==> config.mk <==
export PLATFORM = sky130hd
export DESIGN_NAME = ssd_pix
export DESIGN_NICKNAME = d
export VERILOG_FILES = /design/src/ssd_pkg.sv /design/src/ssd_pix.sv
export SDC_FILE = /design/constraint.sdc
export NUM_CORES = 1
export LEC_CHECK = 0
export ABC_AREA = 1
export ABC_CLOCK_PERIOD_IN_PS = 22500
export CORE_MARGIN = 2
export CORE_UTILIZATION = 55
export DETAILED_ROUTE_END_ITERATION = 16
export DONT_BUFFER_PORTS = 1
export PLACE_DENSITY_LB_ADDON = 0.3
export SKIP_LAST_GASP = 1
export SLEW_MARGIN = 15
export SYNTH_ARGS = -nofsm -noshare
export SYNTH_HDL_FRONTEND = slang
export SYNTH_SLANG_ARGS = --single-unit
==> constraint.sdc <==
create_clock -name vclk -period 22.5
set_input_delay 3.375 -clock vclk [all_inputs]
set_output_delay 3.375 -clock vclk [all_outputs]
set_load 0.02 [all_outputs]
==> src/ssd_pkg.sv <==
// ----------------------------------------------------------------------------
// ssd_pkg: shared types and constants for the subpixel segment drawer
// Function codes, sequencer states, the write-control bundle passed from
// the sequencer to the top level, and the default strip length.
// ----------------------------------------------------------------------------
`default_nettype none

package ssd_pkg;

    // Default number of pixels on the strip.
    localparam int STRIP_LENGTH_DEF = 256;

    // One pixel is three 8-bit channels, packed red, green, blue from the top.
    localparam int CHAN_W  = 8;
    localparam int PIXEL_W = 3 * CHAN_W;

    // Function codes carried by an input item.
    localparam logic [1:0] FUNC_DRAW  = 2'd0;
    localparam logic [1:0] FUNC_CLEAR = 2'd1;
    localparam logic [1:0] FUNC_READ  = 2'd2;

    // Coverage of one whole pixel in 1/256 pixel units.
    localparam logic [15:0] FULL_COVER = 16'd256;

    // Sequencer states.
    typedef enum logic [2:0] {
        ST_CLEAR,
        ST_IDLE,
        ST_FIRST,
        ST_BODY,
        ST_DRAIN,
        ST_READ,
        ST_RWAIT
    } t_state;

    // Write control for the strip memory.
    typedef struct packed {
        logic                clr;    // clearing sweep writes zero
        logic                valid;  // draw read-modify-write completes now
        logic                full;   // add the full color
        logic [CHAN_W-1:0]   scale;  // coverage scale for edge pixels
    } t_wr_ctl;

endpackage

`default_nettype wire

==> src/ssd_pix.sv <==
// ----------------------------------------------------------------------------
// ssd_pix: pixel update datapath
// Scales the segment color by the edge coverage and adds it to the stored
// pixel with per-channel saturation.
// ----------------------------------------------------------------------------
`default_nettype none

module ssd_pix (
    input  wire logic [ssd_pkg::PIXEL_W-1:0] i_pixel,
    input  wire logic [ssd_pkg::PIXEL_W-1:0] i_color,
    input  wire logic                        i_full,
    input  wire logic [ssd_pkg::CHAN_W-1:0]  i_scale,
    output logic      [ssd_pkg::PIXEL_W-1:0] o_pixel
);

    import ssd_pkg::*;

    // Video-style scaling: a nonzero channel with a nonzero scale stays nonzero.
    function automatic logic [CHAN_W-1:0] video_scale(
        input logic [CHAN_W-1:0] c,
        input logic [CHAN_W-1:0] s
    );
        logic [2*CHAN_W-1:0] prod;
        logic [CHAN_W-1:0]   res;
        prod = c * s;
        if (c == '0) begin
            res = '0;
        end else begin
            res = prod[2*CHAN_W-1:CHAN_W] + CHAN_W'(s != '0);
        end
        return res;
    endfunction

    // Per-channel scale and saturating add.
    always_comb begin
        logic [CHAN_W-1:0] add_val;
        logic [CHAN_W:0]   sum;
        o_pixel = '0;
        for (int k = 0; k < 3; k++) begin
            add_val = i_full ? i_color[k*CHAN_W +: CHAN_W]
                             : video_scale(i_color[k*CHAN_W +: CHAN_W], i_scale);
            sum = {1'b0, i_pixel[k*CHAN_W +: CHAN_W]} + {1'b0, add_val};
            o_pixel[k*CHAN_W +: CHAN_W] = sum[CHAN_W] ? '1 : sum[CHAN_W-1:0];
        end
    end

endmodule

`default_nettype wire

Yosys cells after proc, flatten, opt, wreduce, memory -nomap -nowiden:

Cells that the tools add are included.

* bits in registers: 0
* input bits: 57
* output and inout bits: 24
* word-level logic and storage cells: 22

* $add $sub $neg: 6
* multipliers: 3
* multiplexer cells: 9
* reduce and logical (&&, ||, !) cells: 4

Operator list (number)
* 2-to-1 mux 8 bit: 9
* multiplier 8 x 8 -> 16 bit: 3
* adder 8 x 8 -> 9 bit: 3
* adder 8 x 1 -> 8 bit: 3
* logical NOT 8 bit: 3
* nonzero test 8 bit: 1

Depth between registers and ports, before layout:

* depth after elaboration: 6
* gate-level depth with buffers: 37
* mapped depth without buffers: 35

Worst setup path after synthesis:

No wires, ideal clock.

* path type: input-to-output
* from: input port i_scale[2] (netlist bit)
* to: output port o_pixel[18] (netlist bit)
* data arrival time: 8.987 ns
* required time: 19.125 ns
* setup slack: 10.138 ns
* cell stages on the path: 30
* path buffers: 2
* cell sequence: clkbuf_1 -> clkbuf_1 -> nand2_1 -> fa_1 -> fa_1 -> inv_1 -> fa_1 -> fa_1 -> ha_1 -> nand2_1 -> nand2_1 -> inv_1 -> o21ai_0 -> a31oi_1 -> xnor2_1 -> ha_1 -> ha_1 -> and3_4 -> o31ai_1 -> ha_1 -> nand2_1 -> inv_1 -> o21ai_0 -> nand2_1 -> a21oi_1 -> o21ai_1 -> nand2_1 -> nand2_1 -> a21oi_2 -> o21ai_0

* longest elaborated chain between the ends: 6
* elaborated cells on any way between the ends: 7
* those cells by class: 2 x add/sub; 1 x mul; 3 x mux; 1 x reduce/logical

RTL lines
* start: declaration: line ssd_pix.sv:12 `input wire logic [ssd_pkg::CHAN_W-1:0] i_scale,`
* multiplier 8 x 8 -> 16 bit / nonzero test 8 bit (equally long branches): line ssd_pix.sv:25, ssd_pix.sv:29
* adder 8 x 1 -> 8 bit (*): line ssd_pix.sv:29 `res = prod[2*CHAN_W-1:CHAN_W] + CHAN_W'(s != '0);`
* 2-to-1 mux 8 bit (*): line ssd_pix.sv:26 `if (c == '0) begin`
* 2-to-1 mux 8 bit (*): line ssd_pix.sv:40 `add_val = i_full ? i_color[k*CHAN_W +: CHAN_W]`
* adder 8 x 8 -> 9 bit (*): line ssd_pix.sv:42 `sum = {1'b0, i_pixel[k*CHAN_W +: CHAN_W]} + {1'b0, add_val};`
* 2-to-1 mux 8 bit (*): line ssd_pix.sv:43 `o_pixel[k*CHAN_W +: CHAN_W] = sum[CHAN_W] ? '1 : sum[CHAN_W-1:0];`
* end: declaration: line ssd_pix.sv:13 `output logic [ssd_pkg::PIXEL_W-1:0] o_pixel`

Every way passes the cells marked *; elsewhere a longest branch is shown, timed or not.

Worst setup path in the final report:

Ends and elaborated chain as after synthesis.

==> metrics.cfg <==
[run_status]
status=complete, no violations

[final_layout]
antenna_cells=0
final-seq-area_um2=0
area.growth.synth_to_final_pct=0.693
stdcell_count=1551
layout_commonest_cell=nand2_1
layout_common_cells=nand2_1, inv_1, ha_1, fa_1, nand3_1
fillerInstances=1550
finish.utilization=0.570
drive_gt1_frac=0.0351
finalNetCount=1636
clock_buffer_count=0
seq_cell_count=0

[placed_design]
hpwl_um=16700
place_inst=1551
port_buffers=0
gp_congestion=0.887

[power]
power_density_mw_per_mm2=104
p_total_mw=0.910
ir_drop_v=0.000116
p_leak_nw=5.94

[worst_setup_path]
crit_type=input pin to output port
critPathLaunchType=input pin
path_max_fanout=25
max_stage_delay_ns=0.51
endpoint_kind=output port
cp_data_required_time_ns=19.12
arrival_ns=8.98
path_common_cell=nand2_1
crit_slowest_cell=fa_1

[timing]
rsz0062_at_grt=no
setup-violations-final=0
tightest_slew_ns=0.715
fmax_ghz=0.0809
slew_viol_final=0
hold_viol=0
finalCriticalPeriod_ns=12.35
setup_tns_ns=0
slew_headroom=0.518
fin_crit_sh=0.549

[floorplan]
dieArea_mm2=0.0168
num_io_pins=81
coreArea_mm2=0.0153
start_util=0.566
dieWidth_um=130
dieHeight_um=130
rows=45

[grt]
overflow=0
antenna_found_initial=0
grt_pass1_vias=7761
grt_max_degree=26
grt_first_pass_wirelength_um=35000
grt_util_all_layers=0.251

[clock_tree]
hold_buffers=0
cts_resized=0
post_cts_buffers=0

[synthesis]
syn_nets=1682
synth.cell_area_mm2=0.00867
yosys_warnings=0
yosysUniqueCellTypes=34
ys_seq_area_frac=0
syn_inst=1388
syn_area_per_cell_um2=6.25

[hold_path]
worstHoldPathType=input pin to output port

[drt]
vias=7825
dr.pass1.iters=5
vias_per_cell=5.05
wl_um=19800
drt_iter0_drc=393
postRouteAntennaNets=0
drt-wirelength-per-cell_um=12.8
remaining_drc_errors=0

[job]
drv_cap=0

-- through the flow --
stage / hold slack (ns) / area [um^2] / setup slack, ns
2_1_floorplan: 7.04 / 8670 / 10.14
6_report: 7.04 / 8730 / 10.15
4_1_cts: 7.04 / 8730 / 10.12
5_1_grt: 7.05 / 8730 / 9.70
3_5_place_dp: 7.04 / 8730 / 10.13
3_3_place_gp: 7.05 / 8730 / 10.20
-- final timing paths --
kind	to	slack, ns	from	cells past startpoint
setup / recovery	o_pixel[18]	10.15	i_scale[2]	29
hold / removal	o_pixel[0]	7.04	i_pixel[0]	3
-- kinds of logic after synthesis --
group / Yosys count / share of synthesized area
AND/OR/NAND/NOR: 593 / 0.293
buffers and inverters: 443 / 0.195
adder cells (fa/ha/maj): 237 / 0.436
AO/OA/AOI/OAI: 100 / 0.0618
XOR/XNOR: 15 / 0.0152
-- where the power goes --
group | internal (mW) | switching [mW] | total [mW]
logic | 0.322 | 0.588 | 0.910
clock network | 0 | 0 | 0
registers | 0 | 0 | 0
-- synthesized netlist by cell type (all sizes together) --
cell	instances	area, um^2
nor4	6	37.5
a31oi	1	6.26
o21bai	2	15.0
nor2	49	224
a21o	1	7.51
and2	3	21.3
nand3b	6	45.0
xnor2	15	131
nor3	10	55.1
and3	1	11.3
a21oi	53	277
o22ai	2	12.5
clkbuf	37	139
buf	11	65.1
inv	395	1480
fa	108	2160
nand3	67	380
nand4	8	50.1
o31ai	5	37.5
nand2	443	1720
o21ai	36	180
ha	129	1610
-- critical path: cells and delay by family --
kind	cells	cell delay (ns)
buf+inv	6	0.32
compound gates	7	1.52
fa+ha+maj	7	2.84
simple gates	9	0.89
-- per-layer routing --
metal,share of wire,up-vias,track usage
li1,-,3994,-
met1,0.46,3644,0.339
met2,0.48,177,0.459
met3,0.055,10,0.0235
met4,0.0049,0,0.0133
met5,0,-,0
-- cell type report --
type	count	area [um^2]	area share
Multi-Input combinational cell	945	6980	0.800
Inverter	395	1480	0.170
Tap cell	211	264	0.0302
Note: power is estimated with default switching activity, not from simulation.
