**config.mk**
```make
export PLATFORM = sky130hd
export DESIGN_NAME = ssd_seq
export DESIGN_NICKNAME = d
export VERILOG_FILES = /design/src/ssd_pkg.sv /design/src/ssd_seq.sv
export SDC_FILE = /design/constraint.sdc
export NUM_CORES = 1
export LEC_CHECK = 0
export BUFFER_PORTS_ARGS = -buffer_cell sky130_fd_sc_hd__clkbuf_2
export CORE_UTILIZATION = 58
export CTS_CLUSTER_DIAMETER = 60
export DETAILED_ROUTE_END_ITERATION = 8
export PLACE_DENSITY = 0.95
export SYNTH_ARGS = -nofsm -noshare
export SYNTH_HDL_FRONTEND = slang
export SYNTH_SLANG_ARGS = --single-unit
```
**constraint.sdc**
```tcl
create_clock -name i_clk -period 9.85 [get_ports i_clk]
set_input_delay 1.4775 -clock i_clk [delete_from_list [all_inputs] [get_ports i_clk]]
set_output_delay 1.4775 -clock i_clk [all_outputs]
set_load 0.02 [all_outputs]
```
**src/ssd_pkg.sv**
```systemverilog
// ----------------------------------------------------------------------------
// ssd_pkg: shared types and constants for the subpixel segment drawer
// Function codes, sequencer states, the write-control bundle passed from
// the sequencer to the top level, and the default strip length.
// ----------------------------------------------------------------------------
`default_nettype none

package ssd_pkg;

    // Default number of pixels on the strip.
    localparam int STRIP_LENGTH_DEF = 256;

    // One pixel is three 8-bit channels, packed red, green, blue from the top.
    localparam int CHAN_W  = 8;
    localparam int PIXEL_W = 3 * CHAN_W;

    // Function codes carried by an input item.
    localparam logic [1:0] FUNC_DRAW  = 2'd0;
    localparam logic [1:0] FUNC_CLEAR = 2'd1;
    localparam logic [1:0] FUNC_READ  = 2'd2;

    // Coverage of one whole pixel in 1/256 pixel units.
    localparam logic [15:0] FULL_COVER = 16'd256;

    // Sequencer states.
    typedef enum logic [2:0] {
        ST_CLEAR,
        ST_IDLE,
        ST_FIRST,
        ST_BODY,
        ST_DRAIN,
        ST_READ,
        ST_RWAIT
    } t_state;

    // Write control for the strip memory.
    typedef struct packed {
        logic                clr;    // clearing sweep writes zero
        logic                valid;  // draw read-modify-write completes now
        logic                full;   // add the full color
        logic [CHAN_W-1:0]   scale;  // coverage scale for edge pixels
    } t_wr_ctl;

endpackage

`default_nettype wire

```
**src/ssd_seq.sv**
```systemverilog
// ----------------------------------------------------------------------------
// ssd_seq: item sequencer for the subpixel segment drawer
// Accepts items, walks a segment one pixel per cycle through a read stage
// and a write stage, sweeps the memory on reset and clear, and holds the
// result register.
// ----------------------------------------------------------------------------
`default_nettype none

module ssd_seq #(
    parameter int STRIP_LENGTH = ssd_pkg::STRIP_LENGTH_DEF
) (
    input  wire logic                            i_clk,
    input  wire logic                            i_rst_n,
    // Input item channel.
    input  wire logic                            i_in_valid,
    output logic                                 o_in_stall,
    input  wire logic [1:0]                      i_func,
    input  wire logic signed [23:0]              i_position,
    input  wire logic [15:0]                     i_length,
    input  wire logic [7:0]                      i_red,
    input  wire logic [7:0]                      i_green,
    input  wire logic [7:0]                      i_blue,
    input  wire logic [7:0]                      i_pixel_index,
    // Result item channel.
    output logic                                 o_out_valid,
    input  wire logic                            i_out_stall,
    output logic [7:0]                           o_out_red,
    output logic [7:0]                           o_out_green,
    output logic [7:0]                           o_out_blue,
    // Strip memory access.
    input  wire logic [ssd_pkg::PIXEL_W-1:0]     i_rdata,
    output logic [$clog2(STRIP_LENGTH)-1:0]      o_raddr,
    output logic [$clog2(STRIP_LENGTH)-1:0]      o_waddr,
    output ssd_pkg::t_wr_ctl                     o_wr,
    output logic [ssd_pkg::PIXEL_W-1:0]          o_color
);

    import ssd_pkg::*;

    localparam int AW = $clog2(STRIP_LENGTH);
    localparam logic [AW:0]   LEN_CNT = (AW+1)'(STRIP_LENGTH);
    localparam logic [AW:0]   LAST    = (AW+1)'(STRIP_LENGTH - 1);
    localparam logic [23:0]   LIMIT   = 24'(STRIP_LENGTH * 256);
    localparam logic [AW+7:0] IDX_LIM = (AW+8)'(STRIP_LENGTH);

    // Coverage amount (1/256 pixel, at most 256) to scale: floor(a*255/256).
    function automatic logic [CHAN_W-1:0] amount_scale(input logic [8:0] a);
        logic [8:0] dec;
        dec = a - 9'd1;
        return (a == '0) ? '0 : dec[CHAN_W-1:0];
    endfunction

    t_state             r_state, n_state;
    logic [AW:0]        r_idx, n_idx;
    logic [15:0]        r_rem, n_rem;
    logic [8:0]         r_first, n_first;
    logic [PIXEL_W-1:0] r_col, n_col;
    logic               r_rd_ok, n_rd_ok;
    logic               r_reply, n_reply;
    logic               r_out_valid, n_out_valid;
    logic [PIXEL_W-1:0] r_out_data, n_out_data;
    logic               r_op_valid, n_op_valid;
    logic [AW-1:0]      r_op_addr, n_op_addr;
    logic               r_op_full, n_op_full;
    logic [CHAN_W-1:0]  r_op_scale, n_op_scale;

    // Segment setup from the incoming item.
    logic [15:0]   start_i;
    logic          draw_ok;
    logic [8:0]    head_room;
    logic [8:0]    first_amt;
    logic [23:0]   end_sum;
    logic [23:0]   room_left;
    logic [15:0]   rem_total;
    logic [15:0]   rem_after;
    logic [AW+7:0] idx_ext;
    logic          idx_ok;

    always_comb begin
        start_i   = {1'b0, i_position[22:8]};
        draw_ok   = !i_position[23] && (start_i < 16'(STRIP_LENGTH)) && (i_length != '0);
        head_room = 9'd256 - {1'b0, i_position[7:0]};
        first_amt = ({7'b0, head_room} < i_length) ? head_room : i_length[8:0];
        end_sum   = {1'b0, i_position[22:0]} + {8'b0, i_length};
        room_left = LIMIT - {1'b0, i_position[22:0]};
        rem_total = (end_sum < LIMIT) ? i_length : room_left[15:0];
        rem_after = rem_total - {7'b0, first_amt};
        idx_ext   = {{AW{1'b0}}, i_pixel_index};
        idx_ok    = idx_ext < IDX_LIM;
    end

    // Next state, walker and result logic.
    always_comb begin
        n_state     = r_state;
        n_idx       = r_idx;
        n_rem       = r_rem;
        n_first     = r_first;
        n_col       = r_col;
        n_rd_ok     = r_rd_ok;
        n_reply     = r_reply;
        n_out_valid = r_out_valid;
        n_out_data  = r_out_data;
        n_op_valid  = 1'b0;
        n_op_addr   = r_idx[AW-1:0];
        n_op_full   = 1'b0;
        n_op_scale  = '0;
        o_in_stall  = 1'b1;

        if (r_out_valid && !i_out_stall) begin
            n_out_valid = 1'b0;
        end

        case (r_state)
            ST_CLEAR: begin
                if (r_idx == LAST) begin
                    n_state = ST_IDLE;
                    n_idx   = '0;
                    n_reply = 1'b0;
                    if (r_reply) begin
                        n_out_valid = 1'b1;
                        n_out_data  = '0;
                    end
                end else begin
                    n_idx = r_idx + 1'b1;
                end
            end
            ST_IDLE: begin
                o_in_stall = r_out_valid;
                if (i_in_valid && !r_out_valid) begin
                    n_col = {i_red, i_green, i_blue};
                    case (i_func)
                        FUNC_DRAW: begin
                            if (draw_ok) begin
                                n_state = ST_FIRST;
                                n_idx   = start_i[AW:0];
                                n_first = first_amt;
                                n_rem   = rem_after;
                            end else begin
                                n_out_valid = 1'b1;
                                n_out_data  = '0;
                            end
                        end
                        FUNC_CLEAR: begin
                            n_state = ST_CLEAR;
                            n_idx   = '0;
                            n_reply = 1'b1;
                        end
                        FUNC_READ: begin
                            n_state = ST_READ;
                            n_idx   = idx_ext[AW:0];
                            n_rd_ok = idx_ok;
                        end
                        default: begin
                            n_out_valid = 1'b1;
                            n_out_data  = '0;
                        end
                    endcase
                end
            end
            ST_FIRST: begin
                // The first pixel always gets its partial coverage.
                n_op_valid = 1'b1;
                n_op_scale = amount_scale(r_first);
                n_idx      = r_idx + 1'b1;
                n_state    = ST_BODY;
            end
            ST_BODY: begin
                if (r_rem > FULL_COVER && r_idx < LEN_CNT) begin
                    n_op_valid = 1'b1;
                    n_op_full  = 1'b1;
                    n_idx      = r_idx + 1'b1;
                    n_rem      = r_rem - FULL_COVER;
                end else if (r_rem != '0 && r_idx < LEN_CNT) begin
                    // Trailing pixel with the leftover coverage.
                    n_op_valid = 1'b1;
                    n_op_scale = amount_scale(r_rem[8:0]);
                    n_state    = ST_DRAIN;
                end else begin
                    n_state = ST_DRAIN;
                end
            end
            ST_DRAIN: begin
                // The last write of the segment completes in this cycle.
                n_out_valid = 1'b1;
                n_out_data  = '0;
                n_state     = ST_IDLE;
            end
            ST_READ: begin
                n_state = ST_RWAIT;
            end
            ST_RWAIT: begin
                n_out_valid = 1'b1;
                n_out_data  = r_rd_ok ? i_rdata : '0;
                n_state     = ST_IDLE;
            end
            default: begin
                n_state = ST_IDLE;
            end
        endcase
    end

    // Control registers.
    always_ff @(posedge i_clk) begin
        if (!i_rst_n) begin
            r_state     <= ST_CLEAR;
            r_idx       <= '0;
            r_reply     <= 1'b0;
            r_out_valid <= 1'b0;
            r_op_valid  <= 1'b0;
        end else begin
            r_state     <= n_state;
            r_idx       <= n_idx;
            r_reply     <= n_reply;
            r_out_valid <= n_out_valid;
            r_op_valid  <= n_op_valid;
        end
    end

    // Payload registers.
    always_ff @(posedge i_clk) begin
        r_rem      <= n_rem;
        r_first    <= n_first;
        r_col      <= n_col;
        r_rd_ok    <= n_rd_ok;
        r_out_data <= n_out_data;
        r_op_addr  <= n_op_addr;
        r_op_full  <= n_op_full;
        r_op_scale <= n_op_scale;
    end

    // Memory side: read the next pixel while the previous one is written.
    // The clearing sweep writes zero at the walk index.
    assign o_raddr    = r_idx[AW-1:0];
    assign o_waddr    = (r_state == ST_CLEAR) ? r_idx[AW-1:0] : r_op_addr;
    assign o_wr.clr   = (r_state == ST_CLEAR);
    assign o_wr.valid = r_op_valid;
    assign o_wr.full  = r_op_full;
    assign o_wr.scale = r_op_scale;
    assign o_color    = r_col;

    assign o_out_valid = r_out_valid;
    assign o_out_red   = r_out_data[3*CHAN_W-1:2*CHAN_W];
    assign o_out_green = r_out_data[2*CHAN_W-1:CHAN_W];
    assign o_out_blue  = r_out_data[CHAN_W-1:0];

endmodule

`default_nettype wire

```
======== Yosys cells after proc, flatten, opt, wreduce, memory -nomap -nowiden ========
Cells that the tools add are included.
word-level totals
  bits in registers ....................... 105
  input port bits ......................... 102
  output and inout port bits .............. 77
  logic and storage cells ................. 121
operators by class
  $add $sub $neg .......................... 8
  $lt $le $gt $ge ......................... 5
  equal/unequal tests ..................... 21
  mux-type cells .......................... 47
  reduce and logical (&&, ||, !) cells .... 28
operators with widths
  kind                                                                    number
  24-bit two-way mux                                                      4
  24-bit case mux with 4 select lines                                     1
  16-bit two-way mux                                                      5
  24-bit case mux with 2 select lines                                     1
  9-bit two-way mux                                                       5
  8-bit two-way mux                                                       5
  9-bit case mux with 4 select lines                                      1
  16-bit case mux with 2 select lines                                     1
  16-bit nonzero test                                                     2
  9-bit case mux with 3 select lines                                      1
  23-bit by 16-bit adder with 24-bit output                               1
  24-bit by 17-bit < comparator with 1-bit output, second input constant  1
  9-bit logical NOT                                                       2
  16-bit by 9-bit > comparator with 1-bit output, second input constant   1
  9-bit by 16-bit < comparator with 1-bit output                          1
  8-bit case mux with 2 select lines                                      1
  1-bit by 16-bit subtractor with 16-bit output, first input constant     1
  16-bit by 9-bit subtractor with 16-bit output                           1
  16-bit by 9-bit subtractor with 16-bit output, second input constant    1
  8-bit by 1-bit subtractor with 8-bit output, second input constant      2
  15-bit by 9-bit < comparator with 1-bit output, second input constant   1
  3-bit case mux with 5 select lines                                      1
  5-bit AND reduction                                                     3
  1-bit two-way mux                                                       12
  other kinds (27)                                                        54

======== Longest topological paths before layout ========
  depth in word-level cells ............... 8
  gate-level depth with buffers ........... 22
  mapped depth without buffers ............ 20

======== Least setup slack after synthesis ========
OpenSTA, ideal clock, no wires.
  kind .................................... input port to flip-flop
  start point ............................. input i_position[5]
  end point ............................... register r_rem[10], data pin
  setup time .............................. 0.271 ns
  data arrival time ....................... 5.816 ns
  data required time ...................... 9.579 ns
  path slack .............................. 3.763 ns
  stages on the path ...................... 20
  buffers on the path ..................... 2
  cell sequence ........................... or4_4 nor4_1 xnor2_1 ha_1 nor3_1 o21ai_0 o2111ai_1 a211oi_4 buf_4 mux2_2 fa_1 nor2b_1 o21ai_0 a21boi_0 o2111ai_1 and2_1 clkbuf_1 nand2_1 xor2_1 o221ai_1
on the way
  cells in the longest elaborated chain, start to end .. 8
  elaborated cells between the ends (all ways) .. 12
  classes of those cells .................. 4 x add/sub; 2 x order compare; 6 x mux
RTL lines
  element                                         RTL line        text
  from (decl)                                     ssd_seq.sv:18   input wire logic signed [23:0] i_position,
  9-bit by 8-bit subtractor with 9-bit output     ssd_seq.sv:82   head_room = 9'd256 - {1'b0, i_position[7:0]};
  9-bit by 16-bit < comparator with 1-bit output  ssd_seq.sv:83   first_amt = ({7'b0, head_room} < i_length) ? head_room : i_length[8:0];
  9-bit two-way mux                               ssd_seq.sv:83
  named net first_amt[1]                          ssd_seq.sv:71   logic [8:0] first_amt;
  16-bit by 9-bit subtractor with 16-bit output   ssd_seq.sv:87   rem_after = rem_total - {7'b0, first_amt};
  16-bit two-way mux                              ssd_seq.sv:133  if (draw_ok) begin
  16-bit two-way mux                              ssd_seq.sv:131  case (i_func)
  16-bit two-way mux                              ssd_seq.sv:129  if (i_in_valid && !r_out_valid) begin
  16-bit case mux with 2 select lines             ssd_seq.sv:113  case (r_state)
  named net n_rem[10]                             ssd_seq.sv:55   logic [15:0] r_rem, n_rem;
  to (signal assigned)                            ssd_seq.sv:221  r_rem <= n_rem;
  to (decl)                                       ssd_seq.sv:55
The timed path passes the listed nets, and every way through them passes these cells. The select of a mux whose other input is x is not followed.
A chain may end at the register's enable or synchronous reset.

======== Worst setup path after layout ========
Same ends and word-level chain as after synthesis.

==> metrics.md <==
| Metric | Value |
|---|---|
| Status | finished clean |
| Final setup viols | 0 |
| Final setup margin | approximately 3200 ps |
| I/O pin count | 179 |
| Clock Skew | 10.1 ps |
| Total core area | around 11000 um^2 |
| DRT Wirelength | between 15 and 20 mm |
| Detailed Place HPWL | 12.1 mm |
| PwrDens | approximately 130 nW/um^2 |
| Worst r2r src | r_state[0] |
| Setup crit start kind | primary input |
| Ys Warns | 0 |
| Crit path cell chain | clkbuf_2 > or4_4 > nor4_1 > xnor2_1 > ha_1 > nor3_1 > o21ai_0 > o2111ai_1 > a211oi_4 > mux2_2 > ha_1 > fa_1 > nor2b_1 > o21ai_0 > a21boi_0 > o2111ai_1 > and2_1 > nand2_1 > xor2_1 > o221ai_1 |
| Leak | around 3.2 nW |
| CP peak stage delay | 850 ps |
| H-Tree Depth | 3 |
| Drt pass-1 iters | 6 |
| Slew @ Worst Pin | 1170 ps |
| DRC | 0 |
| Most frequent cells in the layout | clkbuf_2 (178), edfxtp_1 (73), nand2_1 (72), ha_1 (46), inv_1 (39) |
| Max Buffers Root-to-Sink | 2 |
| Die Wd | 108 um |
| Number of synthesized flops with an enable pin | 73 |
| Synth-to-layout area growth | 18.7% |
| Tot GR Track Use | between 20% and 30% |
| Worst reg2reg path endpoint | r_out_data[16] |
| RSZ-0062 raised after global routing | no |
| CTS tree | done |
| Cells after synthesis | 665 |
| CP delay by family, top | compound AO/OA/AOI/OAI gates |
| Ys async rst share | 0% |
| Max Clk Rate | 150 MHz |
| Drt via density | 5.82 |
| Vias in the first global route | 5155 |
| Total clock sinks | 105 |
| VDD IR max | 0.117 mV |
| Critical path required time | 9940 ps |
| Drt initial violations | 441 |
| CP bufs+invs | 1 |
| Port Buffers | 178 |
| Flip-flop and latch count after synthesis | 105 |
| R2R setup slack | 6590 ps |
| Clock Latency Late Sink | ~350 ps |
| Share of cells above drive strength 1 | between 20% and 30% |
| Die footprint | 11700 um^2 |
| Wire per inst | between 15 and 20 um |
| Commonest non-fill, non-tap cell in the layout | clkbuf_2 |
| Root Buffer Master | clkbuf_16 |
| Reg clk slew, reported paths | around 70 ps |
| Max Cap Viol | 0 |
| Worst-path maximum fanout | 17 |
| Gr ovfl total | 0 |
| # nets final | 976 |
| Synth unique cells | between 60 and 70 |
| Post-Place Setup Slack | approximately 2900 ps |
| Cts bufs inserted | 9 |
| Initial antenna violation count | 0 |
| Die Y | ~110 um |
| Hold Buf Count CTS | 0 |
| Sequential-to-total area share from yosys stat | 43.3% |
| Post CTS Setup Buffer Count | 0 |
| CP Launch Point | i_position[5] |
| Worst Hold Launch | r_idx[1] |
| First-pass GRT wire length | 24.6 mm |
| Levels on crit path | 20 |
| Dpl cell area | 7460 um^2 |
| N_diodes | 0 |
| Placer Congestion | 0.922 |
| Kind of end point of the critical path | flip-flop |
| Final ANT Viol Nets | 0 |
| Vias | between 5000 and 6000 |
| Syn_area_per_cell | about 9.8 um^2 |
| Highest-delay cell along the critical path | a211oi_4 |
| Cell area after synthesis | 6550 um^2 |
| PostCTS Resize Cnt | 0 |
| Most common flop cell mapped by yosys | edfxtp_1 |
| Kind of critical path | primary input to flip-flop |
| Rows | 38 |
| Fill count | 830 |
| Arr. time, crit path | 6770 ps |
| Worst min-delay path category | flip-flop to flip-flop |
| Initial Util | 59.9% |
| Max-slew violation count | 0 |
| Final Core Density | 71.1% |
| TNS Setup | 0 ps |
| Reg2reg path depth | 5 |
| Largest net degree at the start of global routing | 30 |
| Final cell area excluding filler cells | 7770 um^2 |
| Post-layout min period | 6680 ps |
| Final period utilization | 67.8% |
| Net Count, Synth | 814 |
| Max-slew headroom | 22.3% |
| Hold Vio Cnt, Final | 0 |
| Critical path endpoint | r_rem[10] |
==> worst register-to-register path, stage by stage (launching register included) <==
cell and delay [ps]:
dfxtp_1 540, nand3_1 430, or2_2 490, inv_1 720, nand3_1 200, o21ai_2 490
==> metrics by stage <==
step / std cells / total power, mW / hold slack (ps)
6_report: 972 / 0.983 / 441
5_1_grt: 972 / 1.02 / 456
4_1_cts: 972 / 0.985 / 441
3_5_place_dp: 956 / 0.622 / 419
3_3_place_gp: 956 / 0.618 / 418
2_1_floorplan: 665 / 0.574 / 389
==> area by class of cell <==
type	count	area [um^2]	share of cell area (%)
sequential	105	2830	36.5
inverter	41	154	1.98
tap	140	175	2.25
clock buffer	9	225	2.90
clock inverter	7	86.3	1.11
timing repair buffer	180	906	11.7
multi-input combinational	490	3390	43.6
==> how the worst min path moves through the flow <==
stage                    to  cells past startpoint  slack [ps]
3_5_place_dp   r_op_addr[7]                      0         420
2_1_floorplan  r_op_addr[7]                      0         390
4_1_cts        r_op_addr[1]                      0         440
3_3_place_gp   r_op_addr[7]                      0         420
6_report       r_op_addr[1]                      0         440
5_1_grt        r_op_addr[1]                      0         460
==> synthesized netlist by cell type (5+ instances only) <==
| cell | count | share of area, % |
|---|---|---|
| clkbuf_1 | 11 | 0.63 |
| edfxtp_1 | 73 | 33 |
| nor2_1 | 38 | 2.2 |
| nand3_1 | 17 | 1.3 |
| mux2_2 | 10 | 1.7 |
| ha_1 | 46 | 8.8 |
| xnor2_1 | 26 | 3.5 |
| nand2b_1 | 7 | 0.67 |
| and2_1 | 28 | 2.7 |
| nor3_1 | 19 | 1.5 |
| o21a_1 | 5 | 0.57 |
| nand2_1 | 72 | 4.1 |
| and3_1 | 13 | 1.2 |
| a31oi_1 | 6 | 0.57 |
| nand3b_1 | 5 | 0.57 |
| o32ai_1 | 6 | 0.80 |
| a21oi_1 | 30 | 2.3 |
| mux2i_1 | 14 | 2.1 |
| xor2_1 | 14 | 1.9 |
| a21o_1 | 7 | 0.80 |
| nor2b_1 | 5 | 0.48 |
| o21ai_0 | 28 | 2.1 |
| buf_4 | 11 | 1.3 |
| o211ai_1 | 13 | 1.5 |
| nor4_1 | 9 | 0.86 |
| nand4_1 | 7 | 0.67 |
| o22ai_1 | 13 | 1.2 |
| inv_1 | 39 | 2.2 |
| dfxtp_1 | 32 | 9.8 |
==> power breakdown <==
group / total, mW / internal, mW / leakage [nW] / switching (mW)
registers: 0.476 / 0.474 / 0.867 / 0.00225
clock network: 0.368 / 0.202 / 0.150 / 0.166
logic: 0.138 / 0.0610 / 2.23 / 0.0773
total: 0.983 / 0.737 / 3.24 / 0.246
==> state kept, by name (all words and copies together), names as in the netlist <==
signal and cells:
r_op_scale 8, r_reply 1, r_out_data 24, r_rem 16, r_state 3, r_op_valid 1
r_op_addr 8, r_op_full 1, o_out_valid 1, o_color 24, r_first 9, r_idx 9
==> per-layer routing <==
layer / up-vias / share of wire (%) / track usage, %
li1: 2733 / - / -
met1: 2644 / 41 / 33.3
met2: 247 / 50 / 47.7
met3: 30 / 6.4 / 5.18
met4: 0 / 1.8 / 8.32
met5: - / 0 / 0
==> kinds of logic (layout without fill, tap and decap cells) <==
logic type / Yosys count / after routing / synth area share, %
AO/OA/AOI/OAI: 136 / 136 / 14.0
multiplexers: 24 / 24 / 3.86
buffers and inverters: 70 / 237 / 5.05
XOR/XNOR: 40 / 40 / 5.35
adder cells (fa/ha/maj): 47 / 47 / 9.10
flip-flops: 105 / 105 / 43.3
AND/OR/NAND/NOR: 243 / 243 / 19.4
(Power assumes the default switching activity.)
